File: config.mk
export PLATFORM = sky130hd
export DESIGN_NAME = nmea_gga_field_extractor
export DESIGN_NICKNAME = d
export VERILOG_FILES = /design/src/rtl/ngfe_pkg.sv /design/src/rtl/nmea_gga_field_extractor.sv
export VERILOG_INCLUDE_DIRS = /design/src /design/src/rtl
export SDC_FILE = /design/constraint.sdc
export NUM_CORES = 2
export LEC_CHECK = 0
export BUFFER_PORTS_ARGS = -buffer_cell sky130_fd_sc_hd__buf_2
export CAP_MARGIN = 20
export CORE_ASPECT_RATIO = 1.1
export CORE_MARGIN = 2
export CORE_UTILIZATION = 31
export CTS_CLUSTER_DIAMETER = 200
export DETAILED_ROUTE_END_ITERATION = 6
export MAX_ROUTING_LAYER = met4
export PLACE_DENSITY = 0.51
export SLEW_MARGIN = 20
export SYNTH_ARGS = -nofsm -noshare
export SYNTH_HDL_FRONTEND = slang
export SYNTH_SLANG_ARGS = --single-unit
File: constraint.sdc
create_clock -name clock -period 16.8 [get_ports clock]
set_clock_uncertainty 0.1 [all_clocks]
set_input_delay 1.68 -clock clock [delete_from_list [all_inputs] [get_ports clock]]
set_output_delay 1.68 -clock clock [all_outputs]
set_load 0.02 [all_outputs]
File: src/rtl/nmea_gga_field_extractor_macros.svh
// assertion macros for the gga sentence field extractor
// no dependencies; included by the top level
`ifndef NMEA_GGA_FIELD_EXTRACTOR_MACROS_SVH
`define NMEA_GGA_FIELD_EXTRACTOR_MACROS_SVH

// condition that must hold at every rising clock edge outside reset
`define NGFE_ASSERT_ALWAYS(label, clk, rst, expr, msg) \
   label: assert property (@(posedge clk) disable iff (rst) (expr)) \
      else $error(msg);

// consequent that must hold in the same cycle as the antecedent
`define NGFE_ASSERT_IMPLY(label, clk, rst, ante, cons, msg) \
   label: assert property (@(posedge clk) disable iff (rst) (ante) |-> (cons)) \
      else $error(msg);

`endif

File: src/rtl/ngfe_pkg.sv
// types, character codes and constant helpers for the gga sentence field extractor
// no dependencies; imported by nmea_gga_field_extractor
package ngfe_pkg;

   typedef enum logic [1:0] {
      STATUS_FIX        = 2'd0,
      STATUS_NO_CONN    = 2'd1,
      STATUS_NOT_GGA    = 2'd2,
      STATUS_INCOMPLETE = 2'd3
   } status_type;

   typedef struct packed {
      status_type  status;
      logic [6:0]  sat_count;
      logic        time_valid;
      logic [6:0]  hour;
      logic [6:0]  minute;
      logic [6:0]  second;
   } head_type;

   localparam int FIELD_W   = 4;
   localparam int CIF_W     = 3;
   localparam int FCNT_W    = 3;
   localparam int IP_W      = 17;
   localparam int IPW_W     = 20;
   localparam int DEG_W     = 10;
   localparam int MIN_W     = 7;
   localparam int DEGM_W    = 30;
   localparam int COORD_W   = 31;
   localparam int TAG_LEN   = 6;
   localparam int TIME_CHARS = 6;
   localparam int MIN_FIELDS = 10;

   localparam logic [FIELD_W-1:0] FIELD_TIME     = 4'd1;
   localparam logic [FIELD_W-1:0] FIELD_LAT      = 4'd2;
   localparam logic [FIELD_W-1:0] FIELD_LAT_HEMI = 4'd3;
   localparam logic [FIELD_W-1:0] FIELD_LON      = 4'd4;
   localparam logic [FIELD_W-1:0] FIELD_LON_HEMI = 4'd5;
   localparam logic [FIELD_W-1:0] FIELD_FIX      = 4'd6;
   localparam logic [FIELD_W-1:0] FIELD_SATS     = 4'd7;

   localparam logic [7:0] CHAR_NUL      = 8'h00;
   localparam logic [7:0] CHAR_COMMA    = 8'h2c;
   localparam logic [7:0] CHAR_DOT      = 8'h2e;
   localparam logic [7:0] CHAR_ZERO     = 8'h30;
   localparam logic [7:0] CHAR_NINE     = 8'h39;
   localparam logic [7:0] CHAR_SOUTH    = 8'h53;
   localparam logic [7:0] CHAR_WEST     = 8'h57;
   localparam logic [7:0] CHAR_DOLLAR   = 8'h24;
   localparam logic [7:0] CHAR_G        = 8'h47;
   localparam logic [7:0] CHAR_P        = 8'h50;
   localparam logic [7:0] CHAR_A        = 8'h41;

   localparam logic [CIF_W-1:0]  CIF_MAX  = 3'd7;
   localparam logic [IP_W-1:0]   INT_SAT  = 17'd99999;
   localparam logic [6:0]        SAT_MAX  = 7'd99;
   localparam logic [6:0]        HOURS_PER_DAY = 7'd24;
   localparam logic [DEGM_W-1:0] MICRO    = 30'd1000000;
   localparam logic [12:0]       DEG_RECIP = 13'd5242;
   localparam int                DEG_RECIP_SH = 17;
   localparam logic [7:0]        CENT     = 8'd100;

   // expected prefix character at each of the first six positions
   function automatic logic [7:0] tag_char(input logic [2:0] idx);
      logic [7:0] c;
      case (idx)
         3'd0:    c = CHAR_DOLLAR;
         3'd1:    c = CHAR_G;
         3'd2:    c = CHAR_P;
         3'd3:    c = CHAR_G;
         3'd4:    c = CHAR_G;
         3'd5:    c = CHAR_A;
         default: c = CHAR_NUL;
      endcase
      return c;
   endfunction

   // elaboration-time powers of ten
   function automatic longint unsigned pow10(input int n);
      longint unsigned r;
      r = 1;
      for (int i = 0; i < n; i++) begin
         r = r * 10;
      end
      return r;
   endfunction

   // weight of fraction digit k when fractions are held scaled by 10^scale_dig
   function automatic longint unsigned frac_weight(input int scale_dig, input int frac_digits,
                                                   input int k);
      longint unsigned w;
      w = (k < frac_digits) ? pow10(scale_dig - 1 - k) : 0;
      return w;
   endfunction

   function automatic logic [6:0] digit_pair(input logic [3:0] hi, input logic [3:0] lo);
      logic [6:0] v;
      v = {hi, 3'b000} + {2'b00, hi, 1'b0} + {3'b000, lo};
      return v;
   endfunction

   // (hh + 1) mod 24 for hh up to 99
   function automatic logic [6:0] hour_shift(input logic [6:0] hh);
      logic [6:0] v;
      v = hh + 7'd1;
      for (int i = 0; i < 4; i++) begin
         if (v >= HOURS_PER_DAY) begin
            v = v - HOURS_PER_DAY;
         end
      end
      return v;
   endfunction

endpackage

File: src/rtl/nmea_gga_field_extractor.sv
// gga sentence field extractor: byte parser, sentence snapshot and coordinate pipeline
// depends on ngfe_pkg and nmea_gga_field_extractor_macros.svh
//
// usage
//   req channel: one sentence byte per transfer on req_ch; a zero byte ends the
//   sentence and yields exactly one transfer on the rsp channel, other bytes none.
//   csr port: csr_wr_en with csr_wr_data writes add_hour; write only while idle.
// throughput
//   one byte per cycle, terminators included, while req_stall is low; every byte is
//   applied to the field parse state as it is taken from the input register.
// pipeline
//   from the input register to rsp_valid, snapshot, degree split, scaling, reciprocal
//   multiply and remainder correction each take one stage.
// reset
//   synchronous, active high; clears the parse state, all stage valids and
//   add_hour; the block takes bytes in the first cycle after reset.
// stall
//   rsp_stall holds the output stage; earlier stages keep filling until the
//   pipeline is full, then a terminator waiting in the input register raises
//   req_stall. ordinary bytes keep flowing while no terminator is blocked.
`include "nmea_gga_field_extractor_macros.svh"

module nmea_gga_field_extractor #(
   parameter int MAX_BYTES   = 127,
   parameter int MAX_FIELDS  = 15,
   parameter int FRAC_DIGITS = 5
) (
   input  logic                clock,
   input  logic                reset,
   input  logic                req_valid,
   output logic                req_stall,
   input  logic [7:0]          req_ch,
   output logic                rsp_valid,
   input  logic                rsp_stall,
   output logic [1:0]          rsp_status,
   output logic [6:0]          rsp_sat_count,
   output logic signed [30:0]  rsp_latitude_micro,
   output logic signed [30:0]  rsp_longitude_micro,
   output logic                rsp_time_valid,
   output logic [6:0]          rsp_hour,
   output logic [6:0]          rsp_minute,
   output logic [6:0]          rsp_second,
   input  logic                csr_wr_en,
   input  logic                csr_wr_data
);
   import ngfe_pkg::*;

   localparam int BPOS_W    = $clog2(MAX_BYTES + 1);
   localparam int SCALE_DIG = (FRAC_DIGITS > 5) ? FRAC_DIGITS : 5;
   localparam longint unsigned SCALE = pow10(SCALE_DIG);
   localparam int FRAC_W    = $clog2(SCALE);
   localparam longint unsigned DIV_C = 6 * SCALE / 100000;
   localparam int DIV_W     = $clog2(DIV_C + 1);
   localparam int Y_W       = $clog2(100 * SCALE);
   localparam longint unsigned RECIP = (64'd1 << Y_W) / DIV_C;
   localparam int RECIP_W   = $clog2(RECIP + 1);
   localparam int PROD_W    = Y_W + RECIP_W + 1;
   localparam int QF_W      = $clog2(100 * SCALE / DIV_C + 1);

   localparam logic [FRAC_W-1:0] FRAC_WEIGHT [0:7] = '{
      FRAC_W'(frac_weight(SCALE_DIG, FRAC_DIGITS, 0)),
      FRAC_W'(frac_weight(SCALE_DIG, FRAC_DIGITS, 1)),
      FRAC_W'(frac_weight(SCALE_DIG, FRAC_DIGITS, 2)),
      FRAC_W'(frac_weight(SCALE_DIG, FRAC_DIGITS, 3)),
      FRAC_W'(frac_weight(SCALE_DIG, FRAC_DIGITS, 4)),
      FRAC_W'(frac_weight(SCALE_DIG, FRAC_DIGITS, 5)),
      FRAC_W'(frac_weight(SCALE_DIG, FRAC_DIGITS, 6)),
      FRAC_W'(frac_weight(SCALE_DIG, FRAC_DIGITS, 7))
   };

   // configuration
   logic add_hour_ff;

   // input register
   logic       byte_vld_ff;
   logic [7:0] byte_ff;
   logic       byte_take;
   logic       is_term;
   logic       term_go;

   // stage handshake
   logic rdy1, rdy2, rdy3, rdy4, rdy5;

   // parse state
   logic [BPOS_W-1:0]  bpos_ff, bpos_in;
   logic [FIELD_W-1:0] field_ff, field_in;
   logic [CIF_W-1:0]   cif_ff, cif_in;
   logic               prefix_ok_ff, prefix_ok_in;
   logic [3:0]         time_dig_ff [0:5];
   logic [3:0]         time_dig_in [0:5];
   logic               time_ok_ff, time_ok_in;
   logic [2:0]         tlen_ff, tlen_in;
   logic               fix_ff, fix_in;
   logic [6:0]         sat_ff, sat_in;
   logic               sat_stop_ff, sat_stop_in;
   logic [IP_W-1:0]    ip_ff [0:1];
   logic [IP_W-1:0]    ip_in [0:1];
   logic [FRAC_W-1:0]  fr_ff [0:1];
   logic [FRAC_W-1:0]  fr_in [0:1];
   logic [FCNT_W-1:0]  fcnt_ff [0:1];
   logic [FCNT_W-1:0]  fcnt_in [0:1];
   logic               in_frac_ff [0:1];
   logic               in_frac_in [0:1];
   logic               stop_ff [0:1];
   logic               stop_in [0:1];
   logic               neg_ff [0:1];
   logic               neg_in [0:1];

   // pipeline stages
   logic               s1_vld_ff, s2_vld_ff, s3_vld_ff, s4_vld_ff, s5_vld_ff;
   head_type           s1_head_ff, s2_head_ff, s3_head_ff, s4_head_ff, s5_head_ff;
   head_type           s1_head_in;
   logic [IP_W-1:0]    s1_ip_ff [0:1];
   logic [IP_W-1:0]    s1_ip_in [0:1];
   logic [DEG_W-1:0]   s1_qd_ff [0:1];
   logic [DEG_W-1:0]   s1_qd_in [0:1];
   logic [FRAC_W-1:0]  s1_fr_ff [0:1];
   logic [FRAC_W-1:0]  s1_fr_in [0:1];
   logic               s1_neg_ff [0:1];
   logic               s1_neg_in [0:1];
   logic [DEG_W-1:0]   s2_deg_ff [0:1];
   logic [DEG_W-1:0]   s2_deg_in [0:1];
   logic [MIN_W-1:0]   s2_min_ff [0:1];
   logic [MIN_W-1:0]   s2_min_in [0:1];
   logic [FRAC_W-1:0]  s2_fr_ff [0:1];
   logic               s2_neg_ff [0:1];
   logic [Y_W-1:0]     s3_y_ff [0:1];
   logic [Y_W-1:0]     s3_y_in [0:1];
   logic [DEGM_W-1:0]  s3_degm_ff [0:1];
   logic [DEGM_W-1:0]  s3_degm_in [0:1];
   logic               s3_neg_ff [0:1];
   logic [QF_W-1:0]    s4_q_ff [0:1];
   logic [QF_W-1:0]    s4_q_in [0:1];
   logic [Y_W-1:0]     s4_y_ff [0:1];
   logic [DEGM_W-1:0]  s4_degm_ff [0:1];
   logic               s4_neg_ff [0:1];
   logic signed [COORD_W-1:0] s5_coord_ff [0:1];
   logic signed [COORD_W-1:0] s5_coord_in [0:1];

   // configuration register
   always_ff @(posedge clock) begin
      if (reset) begin
         add_hour_ff <= 1'b0;
      end else if (csr_wr_en) begin
         add_hour_ff <= csr_wr_data;
      end
   end

   // handshake chain
   assign rdy5 = !s5_vld_ff || !rsp_stall;
   assign rdy4 = !s4_vld_ff || rdy5;
   assign rdy3 = !s3_vld_ff || rdy4;
   assign rdy2 = !s2_vld_ff || rdy3;
   assign rdy1 = !s1_vld_ff || rdy2;

   assign is_term   = (byte_ff == CHAR_NUL);
   assign byte_take = byte_vld_ff && (!is_term || rdy1);
   assign term_go   = byte_vld_ff && is_term && rdy1;
   assign req_stall = byte_vld_ff && !byte_take;

   always_ff @(posedge clock) begin
      if (reset) begin
         byte_vld_ff <= 1'b0;
      end else if (req_valid && !req_stall) begin
         byte_vld_ff <= 1'b1;
      end else if (byte_take) begin
         byte_vld_ff <= 1'b0;
      end
   end

   always_ff @(posedge clock) begin
      if (req_valid && !req_stall) begin
         byte_ff <= req_ch;
      end
   end

   // per byte field update
   always_comb begin
      logic              is_digit;
      logic [3:0]        digit;
      logic [IPW_W-1:0]  ip_wide;
      logic [9:0]        sat_wide;
      logic [FIELD_W-1:0] cfield;

      is_digit = byte_ff inside {[CHAR_ZERO:CHAR_NINE]};
      digit    = byte_ff[3:0];
      ip_wide  = '0;
      sat_wide = '0;
      cfield   = FIELD_LAT;

      bpos_in      = bpos_ff;
      field_in     = field_ff;
      cif_in       = cif_ff;
      prefix_ok_in = prefix_ok_ff;
      time_dig_in  = time_dig_ff;
      time_ok_in   = time_ok_ff;
      tlen_in      = tlen_ff;
      fix_in       = fix_ff;
      sat_in       = sat_ff;
      sat_stop_in  = sat_stop_ff;
      ip_in        = ip_ff;
      fr_in        = fr_ff;
      fcnt_in      = fcnt_ff;
      in_frac_in   = in_frac_ff;
      stop_in      = stop_ff;
      neg_in       = neg_ff;

      if (byte_take) begin
         if (is_term) begin
            bpos_in      = '0;
            field_in     = '0;
            cif_in       = '0;
            prefix_ok_in = 1'b1;
            time_ok_in   = 1'b1;
            tlen_in      = '0;
            fix_in       = 1'b0;
            sat_in       = '0;
            sat_stop_in  = 1'b0;
            for (int t = 0; t < TIME_CHARS; t++) begin
               time_dig_in[t] = '0;
            end
            for (int k = 0; k < 2; k++) begin
               ip_in[k]      = '0;
               fr_in[k]      = '0;
               fcnt_in[k]    = '0;
               in_frac_in[k] = 1'b0;
               stop_in[k]    = 1'b0;
               neg_in[k]     = 1'b0;
            end
         end else if (bpos_ff < BPOS_W'(MAX_BYTES)) begin
            if (bpos_ff < BPOS_W'(TAG_LEN) && byte_ff != tag_char(bpos_ff[2:0])) begin
               prefix_ok_in = 1'b0;
            end
            bpos_in = bpos_ff + BPOS_W'(1);
            if (byte_ff == CHAR_COMMA) begin
               if (field_ff < FIELD_W'(MAX_FIELDS - 1)) begin
                  field_in = field_ff + FIELD_W'(1);
                  cif_in   = '0;
               end
            end else begin
               case (field_ff)
                  FIELD_TIME: begin
                     if (cif_ff < CIF_W'(TIME_CHARS)) begin
                        if (is_digit) begin
                           time_dig_in[cif_ff] = digit;
                           tlen_in = tlen_ff + 3'd1;
                        end else begin
                           time_ok_in = 1'b0;
                        end
                     end
                  end
                  FIELD_LAT_HEMI: begin
                     if (cif_ff == '0) begin
                        neg_in[0] = (byte_ff == CHAR_SOUTH);
                     end
                  end
                  FIELD_LON_HEMI: begin
                     if (cif_ff == '0) begin
                        neg_in[1] = (byte_ff == CHAR_WEST);
                     end
                  end
                  FIELD_FIX: begin
                     if (cif_ff == '0) begin
                        fix_in = (byte_ff != CHAR_ZERO);
                     end
                  end
                  FIELD_SATS: begin
                     if (!sat_stop_ff) begin
                        if (is_digit) begin
                           sat_wide = 10'(sat_ff) * 10'd10 + 10'(digit);
                           sat_in   = (sat_wide > 10'(SAT_MAX)) ? SAT_MAX : sat_wide[6:0];
                        end else begin
                           sat_stop_in = 1'b1;
                        end
                     end
                  end
                  default: begin
                  end
               endcase
               for (int k = 0; k < 2; k++) begin
                  cfield = (k == 0) ? FIELD_LAT : FIELD_LON;
                  if (field_ff == cfield && !stop_ff[k]) begin
                     if (is_digit) begin
                        if (in_frac_ff[k]) begin
                           if (fcnt_ff[k] < FCNT_W'(FRAC_DIGITS)) begin
                              fr_in[k]   = fr_ff[k] + FRAC_W'(digit) * FRAC_WEIGHT[fcnt_ff[k]];
                              fcnt_in[k] = fcnt_ff[k] + FCNT_W'(1);
                           end
                        end else begin
                           ip_wide  = IPW_W'(ip_ff[k]) * IPW_W'(10) + IPW_W'(digit);
                           ip_in[k] = (ip_wide > IPW_W'(INT_SAT)) ? INT_SAT
                                                                   : ip_wide[IP_W-1:0];
                        end
                     end else if (byte_ff == CHAR_DOT && !in_frac_ff[k]) begin
                        in_frac_in[k] = 1'b1;
                     end else begin
                        stop_in[k] = 1'b1;
                     end
                  end
               end
               if (cif_ff != CIF_MAX) begin
                  cif_in = cif_ff + CIF_W'(1);
               end
            end
         end
      end
   end

   always_ff @(posedge clock) begin
      if (reset) begin
         bpos_ff      <= '0;
         field_ff     <= '0;
         cif_ff       <= '0;
         prefix_ok_ff <= 1'b1;
         time_ok_ff   <= 1'b1;
         tlen_ff      <= '0;
         fix_ff       <= 1'b0;
         sat_ff       <= '0;
         sat_stop_ff  <= 1'b0;
         for (int t = 0; t < TIME_CHARS; t++) begin
            time_dig_ff[t] <= '0;
         end
         for (int k = 0; k < 2; k++) begin
            ip_ff[k]      <= '0;
            fr_ff[k]      <= '0;
            fcnt_ff[k]    <= '0;
            in_frac_ff[k] <= 1'b0;
            stop_ff[k]    <= 1'b0;
            neg_ff[k]     <= 1'b0;
         end
      end else begin
         bpos_ff      <= bpos_in;
         field_ff     <= field_in;
         cif_ff       <= cif_in;
         prefix_ok_ff <= prefix_ok_in;
         time_dig_ff  <= time_dig_in;
         time_ok_ff   <= time_ok_in;
         tlen_ff      <= tlen_in;
         fix_ff       <= fix_in;
         sat_ff       <= sat_in;
         sat_stop_ff  <= sat_stop_in;
         ip_ff        <= ip_in;
         fr_ff        <= fr_in;
         fcnt_ff      <= fcnt_in;
         in_frac_ff   <= in_frac_in;
         stop_ff      <= stop_in;
         neg_ff       <= neg_in;
      end
   end

   // sentence snapshot and degree estimate
   always_comb begin
      status_type  st;
      logic        fix_rep;
      logic [6:0]  hh;
      logic [27:0] qprod;

      qprod = '0;
      if (bpos_ff == '0) begin
         st = STATUS_NO_CONN;
      end else if (!prefix_ok_ff || bpos_ff < BPOS_W'(TAG_LEN)) begin
         st = STATUS_NOT_GGA;
      end else if ((5'(field_ff) + 5'd1) < 5'(MIN_FIELDS)) begin
         st = STATUS_INCOMPLETE;
      end else if (!fix_ff || sat_ff == '0) begin
         st = STATUS_NO_CONN;
      end else begin
         st = STATUS_FIX;
      end
      fix_rep = (st == STATUS_FIX);

      hh = digit_pair(time_dig_ff[0], time_dig_ff[1]);
      if (add_hour_ff) begin
         hh = hour_shift(hh);
      end

      s1_head_in.status     = st;
      s1_head_in.sat_count  = fix_rep ? sat_ff : '0;
      s1_head_in.time_valid = fix_rep && time_ok_ff && (tlen_ff == 3'(TIME_CHARS));
      s1_head_in.hour       = s1_head_in.time_valid ? hh : '0;
      s1_head_in.minute     = s1_head_in.time_valid
                              ? digit_pair(time_dig_ff[2], time_dig_ff[3]) : '0;
      s1_head_in.second     = s1_head_in.time_valid
                              ? digit_pair(time_dig_ff[4], time_dig_ff[5]) : '0;

      for (int k = 0; k < 2; k++) begin
         s1_ip_in[k]  = fix_rep ? ip_ff[k] : '0;
         s1_fr_in[k]  = fix_rep ? fr_ff[k] : '0;
         s1_neg_in[k] = fix_rep && neg_ff[k];
         qprod        = 28'(s1_ip_in[k][IP_W-1:2]) * 28'(DEG_RECIP);
         s1_qd_in[k]  = qprod[DEG_RECIP_SH +: DEG_W];
      end
   end

   // degree and minute split with one correction step
   always_comb begin
      logic [IP_W-1:0] rem;
      rem = '0;
      for (int k = 0; k < 2; k++) begin
         rem = s1_ip_ff[k] - IP_W'(s1_qd_ff[k]) * IP_W'(CENT);
         if (rem[7:0] >= CENT) begin
            s2_deg_in[k] = s1_qd_ff[k] + DEG_W'(1);
            s2_min_in[k] = MIN_W'(rem[7:0] - CENT);
         end else begin
            s2_deg_in[k] = s1_qd_ff[k];
            s2_min_in[k] = rem[MIN_W-1:0];
         end
      end
   end

   // minutes scaled together with the fraction, degrees in microdegrees
   always_comb begin
      for (int k = 0; k < 2; k++) begin
         s3_y_in[k]    = Y_W'(s2_min_ff[k]) * Y_W'(SCALE) + Y_W'(s2_fr_ff[k]);
         s3_degm_in[k] = DEGM_W'(s2_deg_ff[k]) * MICRO;
      end
   end

   // reciprocal multiply for the minute to degree conversion
   always_comb begin
      logic [PROD_W-1:0] rprod;
      rprod = '0;
      for (int k = 0; k < 2; k++) begin
         rprod      = PROD_W'(s3_y_ff[k]) * PROD_W'(RECIP);
         s4_q_in[k] = rprod[Y_W +: QF_W];
      end
   end

   // remainder correction, sum and hemisphere sign
   always_comb begin
      logic [Y_W-1:0]     rem;
      logic [QF_W-1:0]    qf;
      logic [COORD_W-1:0] mag;
      rem = '0;
      qf  = '0;
      mag = '0;
      for (int k = 0; k < 2; k++) begin
         rem = s4_y_ff[k] - Y_W'(s4_q_ff[k]) * Y_W'(DIV_C);
         qf  = (rem >= Y_W'(DIV_C)) ? s4_q_ff[k] + QF_W'(1) : s4_q_ff[k];
         mag = COORD_W'(s4_degm_ff[k]) + COORD_W'(qf);
         s5_coord_in[k] = s4_neg_ff[k] ? -$signed(mag) : $signed(mag);
      end
   end

   // stage valids
   always_ff @(posedge clock) begin
      if (reset) begin
         s1_vld_ff <= 1'b0;
         s2_vld_ff <= 1'b0;
         s3_vld_ff <= 1'b0;
         s4_vld_ff <= 1'b0;
         s5_vld_ff <= 1'b0;
      end else begin
         if (rdy1) begin
            s1_vld_ff <= term_go;
         end
         if (rdy2) begin
            s2_vld_ff <= s1_vld_ff;
         end
         if (rdy3) begin
            s3_vld_ff <= s2_vld_ff;
         end
         if (rdy4) begin
            s4_vld_ff <= s3_vld_ff;
         end
         if (rdy5) begin
            s5_vld_ff <= s4_vld_ff;
         end
      end
   end

   // stage payloads
   always_ff @(posedge clock) begin
      if (rdy1) begin
         s1_head_ff <= s1_head_in;
         s1_ip_ff   <= s1_ip_in;
         s1_qd_ff   <= s1_qd_in;
         s1_fr_ff   <= s1_fr_in;
         s1_neg_ff  <= s1_neg_in;
      end
      if (rdy2) begin
         s2_head_ff <= s1_head_ff;
         s2_deg_ff  <= s2_deg_in;
         s2_min_ff  <= s2_min_in;
         s2_fr_ff   <= s1_fr_ff;
         s2_neg_ff  <= s1_neg_ff;
      end
      if (rdy3) begin
         s3_head_ff <= s2_head_ff;
         s3_y_ff    <= s3_y_in;
         s3_degm_ff <= s3_degm_in;
         s3_neg_ff  <= s2_neg_ff;
      end
      if (rdy4) begin
         s4_head_ff <= s3_head_ff;
         s4_q_ff    <= s4_q_in;
         s4_y_ff    <= s3_y_ff;
         s4_degm_ff <= s3_degm_ff;
         s4_neg_ff  <= s3_neg_ff;
      end
      if (rdy5) begin
         s5_head_ff  <= s4_head_ff;
         s5_coord_ff <= s5_coord_in;
      end
   end

   assign rsp_valid           = s5_vld_ff;
   assign rsp_status          = s5_head_ff.status;
   assign rsp_sat_count       = s5_head_ff.sat_count;
   assign rsp_latitude_micro  = s5_coord_ff[0];
   assign rsp_longitude_micro = s5_coord_ff[1];
   assign rsp_time_valid      = s5_head_ff.time_valid;
   assign rsp_hour            = s5_head_ff.hour;
   assign rsp_minute          = s5_head_ff.minute;
   assign rsp_second          = s5_head_ff.second;

   `NGFE_ASSERT_IMPLY(a_clear_payload, clock, reset, rsp_valid && rsp_status != STATUS_FIX, rsp_latitude_micro == '0 && rsp_longitude_micro == '0 && rsp_sat_count == '0 && !rsp_time_valid, "payload not cleared for a non fix status")
   `NGFE_ASSERT_IMPLY(a_fix_sats, clock, reset, rsp_valid && rsp_status == STATUS_FIX, rsp_sat_count != '0 && rsp_sat_count <= SAT_MAX, "fix report with a bad satellite count")
   `NGFE_ASSERT_ALWAYS(a_bpos_cap, clock, reset, bpos_ff <= BPOS_W'(MAX_BYTES) && field_ff <= FIELD_W'(MAX_FIELDS - 1), "byte or field count beyond its cap")
   `NGFE_ASSERT_IMPLY(a_term_block, clock, reset, byte_vld_ff && is_term && s1_vld_ff && s2_vld_ff && s3_vld_ff && s4_vld_ff && s5_vld_ff && rsp_stall, req_stall, "terminator taken into a full pipeline")

endmodule
# == Word level (Yosys, flattened, before mapping) ==
# Memory sizes are Yosys's and may differ from the RTL's.
# Cells that the tools add are included.
# word_totals
romBits,272
register_bits,744
latchBits,0
out_inout_bits,95
mem_bits_rw,0
word_cells,442
in_bits,14
mem_count,2
# op_classes
magnitude_cmp,24
div_mod_pow,0
n_mux,143
n_reduce_logical,87
bitwise,3
shifts,0
multipliers,17
n_addsub,39
n_eq_ne,28
# mem_list
name,words,word_bits,read_ports,rd_clocked_by_memory_dff,wr,line,source
(name not given),8,17,1,0,0,nmea_gga_field_extractor.sv:286,fr_in[k] = fr_ff[k] + FRAC_W'(digit) * FRAC_WEIGHT[fcnt_ff[k]];
(name not given),8,17,1,0,0,nmea_gga_field_extractor.sv:286,
# op_table
cell,n
$mux W17,22
$mux W34,6
$mux W24,6
$mux W7,19
$mul A24 B21 Y44 const B,2
$add A30 B21 Y31,2
$mux W31,2
$neg A31 Y31,2
$mux W3,19
$reduce_and A6 Y1,9
$mul A15 B12 Y26 const B,2
$add A24 B17 Y24,2
$ge A24 B3 Y1 const B,2
$mul A10 B14 Y24 const B,2
$sub A24 B24 Y24,2
$mul A21 B2 Y23 const B,2
$add A21 B1 Y21 const B,2
$mux W21,2
$reduce_bool A2 Y1,21
$add A20 B4 Y20,2
$gt A20 B17 Y1 const B,2
$mux W1,39
$mul A17 B3 Y19 const B,2
$mul A7 B12 Y19 const B,2
63 further kinds,168

# == Logic depth before layout (Yosys ltp) ==
# logic_depth
ltp_word,15
mapped_depth,43
depth_no_buf,39

# == Worst setup path after synthesis ==
# No wires, ideal clock.
# synth_path
path_type,flip-flop to flip-flop
from,reg s4_q_ff[0] (netlist bit)
to,"reg s5_coord_ff, in the netlist rsp_longitude_micro[28], data pin"
required_ps,16437
setup_time_ps,263
setup_slack_ps,7088
stages_incl_launch_ff,41
period_less_slack_ps,9712
arrival_ps,9349
n_path_buf,1
cell_sequence,edfxtp_1 > ha_1 > fa_1 > a21o_1 > a21oi_1 > o21bai_1 > a21oi_1 > o21bai_1 > a21oi_1 > nor2b_1 > o31ai_1 > a21oi_1 > a21oi_1 > xor2_1 > ha_1 > buf_6 > a21o_1 > a2111o_1 > [5 not listed] > or4b_4 > nor2_1 > nor2_1 > xor2_1 > ha_1 > fa_1 > a21o_1 > a21o_1 > a21o_1 > a31o_2 > a21oi_1 > xor2_1 > nand3_1 > nor4_1 > nand4_1 > nor4b_1 > a41oi_2 > xor2_1
# synth_lines
element,line,source
start: declaration,nmea_gga_field_extractor.sv:132,logic [QF_W-1:0] s4_q_ff [0:1];
start signal: assignment,nmea_gga_field_extractor.sv:496,s4_q_ff <= s4_q_in;
end signal: assignment,nmea_gga_field_extractor.sv:503,s5_coord_ff <= s5_coord_in;
end: declaration,nmea_gga_field_extractor.sv:137,logic signed [COORD_W-1:0] s5_coord_ff [0:1];

==> impl_results.md <==
* Final Util at 34.3%
* Area of the multi-input gates at between 40000 and 50000 sq um
* Cell count of the worst hold path at 0
* Post-CTS setup repair buffer count at 0
* Data required time of the worst path at ~17000 ps
* Total CTS buffers at 91
* Synth Instances at 6842
* Logic depth of the worst register-to-register path at 39
* Longest individual stage delay on the worst path at 650 ps
* Weighted congestion reported at the end of routability-driven placement at 0.918
* Outcome: complete, no violations
* Fill cell count at about 23k
* Io pins at 109
* # clock sinks at 742
* Crit path time final at 11240 ps
* Synthesized flop and latch total at 742
* Slew at the pin closest to its max-slew limit at 1100 ps
* Remaining number of nets flagged by the antenna check after routing at 0
* Via count at 47.6k
* Distinct cells, synth at 112
* Iteration-0 DRC Markers at roughly 2.2k
* Die width at 463 um
* Count of instances resized after the clock tree is built at 0
* Global-route wire length before repair at 276 mm
* Cell area power density at approximately 52 nW/um^2
* Register area share after synthesis at 29.1%
* Synthesized area per cell at 10.5 sq um
* Remaining Overflow, GRT at 0
* Final worst-path cycle share at 66.9%
* Most used standard cell by instance count after synthesis: ha_1
* Clock transition at the register clock pins on the worst setup and hold paths after CTS at 60 ps
* Length of the first detailed-routing pass in iterations at 6
* Remaining DRCs at 0
* Clock latency on the worst-skew pair at 720 ps
* HP Class: reg -> reg
* Total of buffers placed on input and output ports at 108
* Cell row count at 185
* R2R Setup Slk at 5560 ps
* Final Hold Viols at 0
* Signed area change from the synthesized netlist to the final layout at 10.1%
* Chip height at 509 um
* All-Layer GR Usage at 15.1%
* Startpoint types: flip-flop
* Worst Hold End: s4_degm_ff[43]
* DPL Wire Length at 142 mm
* Area share of the largest cell type after synthesis at around 25%
* Arrival time at the worst endpoint at 11610 ps
* Async S/R FF share, synth at 0%
* Highest fanout seen on the critical path at 10
* Maximum clock frequency at roughly 89 MHz
* LEAKAGE at between 40 and 50 nW
* CTS root buffer: clkbuf_16
* Most used flip-flop cell after synthesis: edfxtp_1
* Worst min-delay path startpoint: s3_degm_ff[43]
* Syn_nets at 8640
* CP max-delay cell: o41ai_1
* CTS hold repair buffers at 0
* Number of enable-type register cells in the synthesized netlist at approximately 600
* Most used standard cells in the synthesized netlist: ha_1 (1174), inv_1 (1169), fa_1 (610)
* Core area at 231000 sq um
* Number of H-tree levels at 3
* Initial standard-cell utilization of the core at 31.1%
* Cell taking the most area after synthesis: edfxtp_1
* Origin of the critical flop-to-flop path: s4_q_ff[0]
* Share of post-route cells with drive strength above 1 at 5.61%
* Largest net degree at the start of global routing at 108
* TritonCTS clock tree: built
* Most common cell on crit path: a21oi_1
* Setup ws final at 5560 ps
* Routed vias/inst at 4.70
* Top cells by area in the synthesized netlist: edfxtp_1 (25%), ha_1 (20%), fa_1 (17%)
* Antenna violations before repair at 4
* Wire per inst at 17.1 um
* Maximum buffer depth of the clock tree at 3
* RSZ-0062 raised after global routing: false
* Maximum Capacitance Violations at 0
* Worst slew slack as a fraction of its limit at 26.5%
* Sequential cell area at 20900 sq um
* Terminus of the critical flop-to-flop path: rsp_longitude_micro[28]
* Warnings, synthesis at 0
* Placement-stage worst setup slack at ~5600 ps
* Worst supply voltage drop on vdd at approximately 75 uV
* Routed WL at 174 mm
* Endpoint class of the critical path: flip-flop
* Aggregate negative setup slack at 0 ps
* Post-layout nets at 8768
* Number of global-route vias before repair at 49.2k
* Path type of the worst setup path: reg -> reg
* Final-report setup violation count at 0
* Mapped cell area at 71800 sq um
* Max-slew violation count at 0
* Area enclosed by the die boundary at 235000 sq um
routing by layer:
layer	share of wire, %	GRT usage [%]	up-vias
met1	49	20.1	23000
met4	2.0	3.25	0
li1	-	-	23800
met2	47	25.0	619
met5	0	-	-
met3	2.7	1.64	194
power breakdown:
group / internal, mW / leakage (nW) / total (mW) / switching [mW]
sequential: 1.97 / 8.52 / 1.97 / 0.00568
combinational: 0.0470 / 31.0 / 0.125 / 0.0780
clock: 1.16 / 1.49 / 2.01 / 0.848
total: 3.17 / 41.0 / 4.11 / 0.932
area by class of cell:
| cell class | instances | share of cell area (%) |
|---|---|---|
| multi-input combinational | 4825 | 58.3 |
| sequential | 742 | 26.4 |
| inverter | 1172 | 5.57 |
| tap | 3085 | 4.88 |
| clock buffer | 111 | 3.10 |
| timing repair buffer | 138 | 0.992 |
| clock inverter | 57 | 0.761 |
| antenna | 2 | 0.00633 |
through the flow:
| step | cells | hold slack [ps] | cell area, sq um | power (mW) |
|---|---|---|---|---|
| after CTS | 10100 | 287 | 79000 | 4.18 |
| after floorplan | 6842 | 300 | 71800 | 2.10 |
| after global routing | 10100 | 298 | 79000 | 4.26 |
| final | 10100 | 290 | 79100 | 4.11 |
| after global placement | 9961 | 301 | 76000 | 2.14 |
| after detailed placement | 9961 | 305 | 76000 | 2.14 |
state kept, by name, summed over array words and instances, names as in the netlist, 34 cells and up:
| signal | cells |
|---|---|
| s3_degm_ff | 48 |
| s3_y_ff | 48 |
| s4_degm_ff | 48 |
| s4_y_ff | 46 |
| s4_q_ff | 42 |
| fr_ff | 34 |
| ip_ff | 34 |
| s1_fr_ff | 34 |
| s2_fr_ff | 34 |
critical path, delay by kind of cell, from the launching register on:
family | cells | cell delay [ps]
AO/OA/AOI/OAI | 16 | 3760
XOR/XNOR | 5 | 740
adder cells (fa/ha/maj) | 5 | 1900
flip-flops | 1 | 510
AND/OR/NAND/NOR | 13 | 3980
cell families (layout without fill, tap and decap cells):
logic type / after synthesis / count (layout) / synth area share (%)
other: 0 / 2 / 0
and+or+nand+nor: 1415 / 1415 / 9.79
buffers and inverters: 1275 / 1478 / 6.79
muxes: 24 / 24 / 0.356
adders and majority gates: 1784 / 1784 / 37.5
xor gates and xnor gates: 501 / 501 / 6.17
AOI/OAI and AO/OA: 1101 / 1101 / 10.3
DFF: 742 / 742 / 29.1
how the worst max path moves through the flow:
| stage | depth (start not counted) | endpoint | startpoint | slack [ps] |
|---|---|---|---|---|
| 6_report | 39 | rsp_longitude_micro[28] | s4_q_ff[0] | 5560 |
| 5_1_grt | 39 | rsp_longitude_micro[28] | s4_q_ff[0] | 4480 |
| 4_1_cts | 39 | rsp_longitude_micro[28] | s4_q_ff[0] | 5610 |
| 3_5_place_dp | 39 | rsp_longitude_micro[28] | s4_q_ff[0] | 5650 |
| 3_3_place_gp | 39 | rsp_longitude_micro[28] | s4_q_ff[0] | 5670 |
| 2_1_floorplan | 40 | rsp_longitude_micro[28] | s4_q_ff[0] | 7090 |
layout by cell type, fill, tap and decap left out, types with 13 or more instances in the layout:
cell / n
ha_1: 1174
buf_2: 107
or2_2: 21
buf_4: 29
and3_1: 58
and2_1: 103
a31o_2: 16
a21o_1: 126
or3_1: 41
a211oi_1: 36
nor3_1: 116
nand2b_1: 44
a31oi_1: 49
o21a_1: 39
inv_1: 1168
nor3b_1: 14
a21boi_0: 15
clkinv_2: 16
a41oi_1: 16
edfxtp_1: 603
a21oi_1: 309
xor2_1: 162
clkbuf_16: 93
fa_1: 610
o31ai_1: 35
o21bai_1: 52
o21ai_0: 191
nand3_1: 157
o211ai_1: 26
a22oi_1: 18
nand4_1: 33
nor4_1: 29
nand3b_1: 13
xnor2_1: 336
dfxtp_1: 139
nand2_1: 329
nor2_1: 337
nor2b_1: 55
Power figures use the tool's default switching activity.
